### config.mk
export PLATFORM = sky130hd
export DESIGN_NAME = unsigned_to_radix_text
export DESIGN_NICKNAME = d
export VERILOG_FILES = /design/src/rtl/utrt_pkg.sv /design/src/rtl/unsigned_to_radix_text.sv
export SDC_FILE = /design/constraint.sdc
export NUM_CORES = 1
export LEC_CHECK = 0
export BUFFER_PORTS_ARGS = -buffer_cell sky130_fd_sc_hd__buf_2
export CAP_MARGIN = 40
export CORE_MARGIN = 10
export CORE_UTILIZATION = 25
export CTS_CLUSTER_DIAMETER = 50
export DETAILED_ROUTE_END_ITERATION = 8
export GPL_ROUTABILITY_DRIVEN = 0
export GPL_TIMING_DRIVEN = 0
export SLEW_MARGIN = 25
export SYNTH_ARGS = -nofsm -noshare
export SYNTH_HDL_FRONTEND = slang
export SYNTH_SLANG_ARGS = --single-unit
### constraint.sdc
create_clock -name clk -period 2.6 [get_ports clk]
set_clock_uncertainty 0.1 [all_clocks]
set_input_delay 0.13 -clock clk [delete_from_list [all_inputs] [get_ports clk]]
set_output_delay 0.13 -clock clk [all_outputs]
set_load 0.01 [all_outputs]
### src/rtl/utrt_pkg.sv
// utrt_pkg: transaction types, character constants and the digit-to-text
// mapping for the unsigned-to-radix-text converter
// no dependencies
package utrt_pkg;

  localparam int VALUE_W = 32;
  localparam int RADIX_W = 6;
  localparam int CHAR_W  = 7;
  localparam int DIGIT_W = 6;

  localparam logic [RADIX_W-1:0] RADIX_MIN = 6'd2;
  localparam logic [RADIX_W-1:0] RADIX_MAX = 6'd36;

  localparam logic [CHAR_W-1:0] CHAR_ZERO    = 7'd48;  // '0'
  localparam logic [CHAR_W-1:0] CHAR_ALPHA   = 7'd55;  // 'A' - 10
  localparam logic [CHAR_W-1:0] CHAR_NUL     = 7'd0;
  localparam logic [CHAR_W-1:0] CHAR_NINE    = 7'd57;  // '9'
  localparam logic [CHAR_W-1:0] CHAR_UPPER_A = 7'd65;  // 'A'
  localparam logic [CHAR_W-1:0] CHAR_UPPER_Z = 7'd90;  // 'Z'
  localparam logic [DIGIT_W-1:0] DEC_DIGITS  = 6'd10;

  typedef struct packed {
    logic [VALUE_W-1:0] value;
    logic [RADIX_W-1:0] radix;
  } in_item_t;

  typedef struct packed {
    logic [CHAR_W-1:0] character;
    logic              last;
  } out_item_t;

  typedef enum logic [2:0] {
    ST_IDLE,
    ST_DIVIDE,
    ST_FETCH,
    ST_LOAD,
    ST_TERM
  } state_t;

  // digit value 0..35 to its ascii code
  function automatic logic [CHAR_W-1:0] digit_to_char(input logic [DIGIT_W-1:0] d);
    logic [CHAR_W-1:0] d_ext;
    d_ext = {1'b0, d};
    if (d < DEC_DIGITS) begin
      return CHAR_ZERO + d_ext;
    end
    return CHAR_ALPHA + d_ext;
  endfunction

endpackage

### src/rtl/unsigned_to_radix_text.sv
// Sequence: each digit of a value takes VALUE_BITS steps of the bit-serial
// restoring divider (one quotient bit a cycle), then a store read and an output load,
// which waits while out_stall holds the output; the terminator takes an empty fetch and a load.
// An out-of-range radix goes straight to the terminator; one transaction at a time.
// Throughput is set by the single shared divide step; in_stall is high until the terminator is loaded.
// Reset (rst, synchronous, active high) clears the sequencer, digit count and output valid.
// depends on utrt_pkg
module unsigned_to_radix_text #(
  parameter int VALUE_BITS = 32
) (
  input  logic                clk,
  input  logic                rst,
  input  logic                in_valid,
  output logic                in_stall,
  input  utrt_pkg::in_item_t  in_item,
  output logic                out_valid,
  input  logic                out_stall,
  output utrt_pkg::out_item_t out_item
);
  import utrt_pkg::*;

  localparam int AW = (VALUE_BITS > 1) ? $clog2(VALUE_BITS) : 1;
  localparam int CW = $clog2(VALUE_BITS + 1);

  state_t state, state_next;

  logic [VALUE_BITS-1:0] quo;
  logic [DIGIT_W-1:0]    rem;
  logic [RADIX_W-1:0]    radix_q;
  logic [AW-1:0]         bit_cnt;
  logic [CW-1:0]         digit_count;
  logic [DIGIT_W-1:0]    rd_data;
  logic [DIGIT_W-1:0]    digit_store [VALUE_BITS];

  logic [VALUE_BITS+VALUE_W-1:0] value_wide;
  logic [VALUE_BITS-1:0]         value_ext;
  logic                          radix_ok;
  logic [DIGIT_W:0]              trial;
  logic [DIGIT_W+1:0]            diff;
  logic                          take;
  logic [DIGIT_W-1:0]            rem_step;
  logic [VALUE_BITS-1:0]         quo_step;
  logic                          last_bit;
  logic                          out_free;
  logic [CW-1:0]                 count_dec;
  logic                          start, rd_en, load_digit, load_term;

  // input value fitted to the working width
  assign value_wide = {{VALUE_BITS{1'b0}}, in_item.value};
  assign value_ext  = value_wide[VALUE_BITS-1:0];
  assign radix_ok   = in_item.radix inside {[RADIX_MIN:RADIX_MAX]};

  // one restoring divide step: shift in the next dividend bit, subtract if it fits
  assign trial    = {rem, quo[VALUE_BITS-1]};
  assign diff     = {1'b0, trial} - {2'b00, radix_q};
  assign take     = !diff[DIGIT_W+1];
  assign rem_step = take ? diff[DIGIT_W-1:0] : trial[DIGIT_W-1:0];
  assign quo_step = {quo[VALUE_BITS-2:0], take};
  assign last_bit = (bit_cnt == AW'(VALUE_BITS - 1));

  assign out_free  = !out_valid || !out_stall;
  assign count_dec = digit_count - CW'(1);

  // sequencer state register
  always_ff @(posedge clk) begin
    if (rst) begin
      state <= ST_IDLE;
    end else begin
      state <= state_next;
    end
  end

  // next state and control strobes
  always_comb begin
    state_next = state;
    in_stall   = (state != ST_IDLE) || rst;
    start      = 1'b0;
    rd_en      = 1'b0;
    load_digit = 1'b0;
    load_term  = 1'b0;
    case (state)
      ST_IDLE: begin
        if (in_valid && !rst) begin
          start      = 1'b1;
          state_next = radix_ok ? ST_DIVIDE : ST_TERM;
        end
      end
      ST_DIVIDE: begin
        if (last_bit && (quo_step == '0)) begin
          state_next = ST_FETCH;
        end
      end
      ST_FETCH: begin
        if (digit_count == '0) begin
          state_next = ST_TERM;
        end else begin
          rd_en      = 1'b1;
          state_next = ST_LOAD;
        end
      end
      ST_LOAD: begin
        if (out_free) begin
          load_digit = 1'b1;
          state_next = ST_FETCH;
        end
      end
      ST_TERM: begin
        if (out_free) begin
          load_term  = 1'b1;
          state_next = ST_IDLE;
        end
      end
      default: begin
        state_next = ST_IDLE;
      end
    endcase
  end

  // divider registers
  always_ff @(posedge clk) begin
    if (start) begin
      quo     <= value_ext;
      rem     <= '0;
      radix_q <= in_item.radix;
      bit_cnt <= '0;
    end else if (state == ST_DIVIDE) begin
      quo <= quo_step;
      if (last_bit) begin
        rem     <= '0;
        bit_cnt <= '0;
      end else begin
        rem     <= rem_step;
        bit_cnt <= bit_cnt + AW'(1);
      end
    end
  end

  // digit count: up while dividing, down while reading back
  always_ff @(posedge clk) begin
    if (rst) begin
      digit_count <= '0;
    end else if (start) begin
      digit_count <= '0;
    end else if ((state == ST_DIVIDE) && last_bit) begin
      digit_count <= digit_count + CW'(1);
    end else if (rd_en) begin
      digit_count <= count_dec;
    end
  end

  // digit store, least significant digit first
  always_ff @(posedge clk) begin
    if ((state == ST_DIVIDE) && last_bit) begin
      digit_store[digit_count[AW-1:0]] <= rem_step;
    end
  end

  // registered read for the reversal
  always_ff @(posedge clk) begin
    if (rd_en) begin
      rd_data <= digit_store[count_dec[AW-1:0]];
    end
  end

  // output register
  always_ff @(posedge clk) begin
    if (rst) begin
      out_valid <= 1'b0;
    end else if (load_digit || load_term) begin
      out_valid <= 1'b1;
    end else if (out_valid && !out_stall) begin
      out_valid <= 1'b0;
    end
  end

  always_ff @(posedge clk) begin
    if (load_digit) begin
      out_item.character <= digit_to_char(rd_data);
      out_item.last      <= 1'b0;
    end else if (load_term) begin
      out_item.character <= CHAR_NUL;
      out_item.last      <= 1'b1;
    end
  end

endmodule

==> impl_results.md <==
* Fmax at 392 MHz
* Synthesized cell area at 11,300 µm²
* Residual DRC count at 0
* GRT overflow at 0
* GR Layer Usage met1 at 0.120
* Post-route ant nets at 0
* Dpl hpwl at 16,500 µm
* Sw power at 0.00374 W
* DR pass1 iterations at 5
* Area growth syn-to-layout at 27.7%
* Most frequent cell after synthesis: edfxtp_1
* R2R Path End: rd_data[1]$_DFFE_PP_
* Setup TNS at 0 ns
* Sequential Power Share at 0.469
* Syn. warnings at 0
* Hold WC Path Type: in2reg
* 1st-iter DRT viols at 499
* Largest net degree at the start of global routing at 34
* Vias at 6,656
* Reg clk slew, reported paths at 0.06 ns
* Worst-path cell with the longest stage delay: ha_4
* First-pass GRT wire length at 39,900 µm
* Async S/R FF share, synth at 0
* Sw frac at 0.292
* Final wirelength at 26,300 µm
* Initial Utilization at 0.254
* Post-synth top area cell: edfxtp_1
* Gr usage total at 0.0941
* Sequential share of the synthesized area at 0.687
* Critical path's largest stage delay at 0.38 ns
* CP required at 2.79 ns
* Synth area leaders: edfxtp_1 65%, mux4_2 9.6%, nand2_1 4.0%
* Seq cells post-synth at 265
* Reg2reg setup slack at 0.05 ns
* Final core utilization at 0.324
* Total power draw at 0.0128 W
* R2r startpoint: digit_count[0]$_SDFFE_PP0P_
* VDD IR max at 0.000597 V
* Post-synth EDFFs at 243
* Final setup viols at 0
* Clock share of power at 0.321
* TritonCTS clock tree: done
* # diodes at 0
* CP delay by family, top: multiplexers
* Die H at 232 µm
* Die footprint at 53,900 µm²
* Filler Cell Count at 4,212
* P_int at 0.00906 W
* Hold Path Stages at 3
* Pins over their slew limit at 0
* Most common flop cell mapped by yosys: edfxtp_1
* Synth top cells by count: 243 x edfxtp_1, 120 x nand2_1, 72 x nor2_1
* Setup CP Type: reg2reg
* Worst r2r path cells at 9
* Logic pwr share at 0.210
* CP arrival at 2.74 ns
* Total Nets Final at 931
* Die width at 232 µm
* Layout cells sized above 1 at 0.304
* CTS buffer count at 29
* H-tree levels at 1
* CP bufs+invs at 4
* Hold EP: out_valid$_SDFFE_PP0P_
* Hold path start: rst
* Actual slew at the worst max-slew pin at 0.714 ns
* Worst-path fanout max at 10
* Slew Limit Headroom at 0.524
* Root Driver: clkbuf_16
* Global routing's busiest layer: met2
* Initial antenna violation count at 0
* Worst-path cell chain: buf_6 > buf_8 > clkinvlp_4 > ha_4 > buf_12 > mux4_2 > mux2i_2 > a22o_1 > nor2_1
* Worst Setup End Kind: flop
* Vias per Instance at 4.47
* Clk buf depth at 3
* Lkg Pwr at 4.88 nW
* Crit path launch type: flop
* Final Hold Fails at 0
* Buffers on Ports at 51
* Min Tclk post-route at 2.55 ns
* Mapped Avg Cell Area at 15.3 µm²
* Max Cap Viol at 0
* Synthesized instance count at 738
* CORE AREA at 44,400 µm²
* RSZ-0062 raised after global routing: true
* Site Rows at 77
* Netlist cell types at 61
* Clock Sinks at 265
* GR Util met3 at 0.0192
* Power density cells at 891 nW/µm²
* Syn nets at 796
* Vias in the first global route at 6,865
* Fin crit share at 0.981
* Post-synth top area share at 0.648
* Result of the run: finished clean
* Clk_lat worst skew at 0.56 ns
* WL per Instance at 17.7 µm
* Boundary Pins at 52
* M2 GR Usage at 0.162
==> area by class of cell <==
type                       count  area [µm²]  share of cell area
clock buffer                  33         741              0.0515
timing repair buffer         102         796              0.0553
tap                          592         741              0.0515
inverter                      22        93.8             0.00653
multi-input combinational    422        3800               0.264
sequential                   265        7740               0.538
buffer                        31         253              0.0176
clock inverter                21         218              0.0151
==> repair_timing <==
item                                    in CTS  in global routing
resized for setup                          112                 23
endpoints found under the setup margin     411                394
buffers inserted                             7                  2
hold buffers                                40                  0
pin swaps                                    7                  7
endpoints found under the hold margin       40                  0
cloned                                       2                  1
==> cell usage in the layout (no fill, tap or decap), drive strengths merged, types with 5 or more instances in the layout <==
master	count
nand2	120
a21oi	15
mux4	48
a22o	9
nor3	8
mux2i	13
mux2	14
o31ai	5
o21ai	10
o22ai	6
inv	27
nor4	9
buf	86
clkinv	10
edfxtp	243
dlygate4sd3	40
nor2	75
clkbuf	40
dfxtp	22
ha	15
xnor2	10
==> worst max-delay path by stage <==
stage / from / to / slack [ns] / cells past startpoint
after floorplan: digit_count[0]$_SDFFE_PP0P_ / rd_data[0]$_DFFE_PP_ / 0.04 / 10
after global placement: radix_q[1]$_DFFE_PP_ / digit_store[1][0]$_DFFE_PP_ / -1.01 / 7
after detailed placement: digit_count[0]$_SDFFE_PP0P_ / rd_data[0]$_DFFE_PP_ / -0.68 / 10
after CTS: radix_q[1]$_DFFE_PP_ / digit_store[2][5]$_DFFE_PP_ / 0.01 / 7
after global routing: radix_q[1]$_DFFE_PP_ / rem[4]$_SDFFE_PP0N_ / -0.04 / 8
final: digit_count[0]$_SDFFE_PP0P_ / rd_data[1]$_DFFE_PP_ / 0.05 / 9
==> routing by layer <==
layer,part of all wire,up-vias
li1,-,3100
met1,0.44,3338
met2,0.49,183
met3,0.053,35
met4,0.015,0
met5,0,-
==> through the flow <==
step | setup WS, ns | hold slack (ns) | instances | area [µm²]
after global routing | -0.0434 | 0.0910 | 1488 | 14400
after floorplan | 0.0377 | 0.129 | 738 | 11300
after CTS | 0.0145 | 0.0318 | 1485 | 14200
after global placement | -1.01 | 0.224 | 1381 | 12300
after detailed placement | -0.676 | 0.225 | 1383 | 12300
final | 0.0505 | 0.0663 | 1488 | 14400
==> flip-flops by register name (all words and copies together), names as in the netlist <==
register / flops
state: 3
out_item: 8
quo: 32
digit_store: 192
out_valid: 1
rem: 6
bit_cnt: 5
radix_q: 6
digit_count: 6
rd_data: 6
==> worst min-delay path, cell delays in order <==
cell      delay, ns
buf_2          0.12
clkbuf_1       0.25
a21oi_1        0.18
==> power by group through the flow <==
stage	clock, W	sequential [W]	combinational (W)
floorplan	0	0.00605	0.00124
global placement	0	0.00612	0.00191
detailed placement	0	0.00611	0.00213
CTS	0.00418	0.00601	0.00252
global route	0.00437	0.00605	0.00291
finish	0.00411	0.00601	0.00268
==> logic make-up after synthesis <==
family | count (synthesis) | share of synthesized area
compound gates | 71 | 0.0457
fa+ha+maj | 16 | 0.0184
xor+xnor | 14 | 0.0109
simple gates | 243 | 0.0944
mux | 75 | 0.122
flops | 265 | 0.687
buf+inv | 54 | 0.0219
Note: power is estimated with default switching activity, not from simulation.
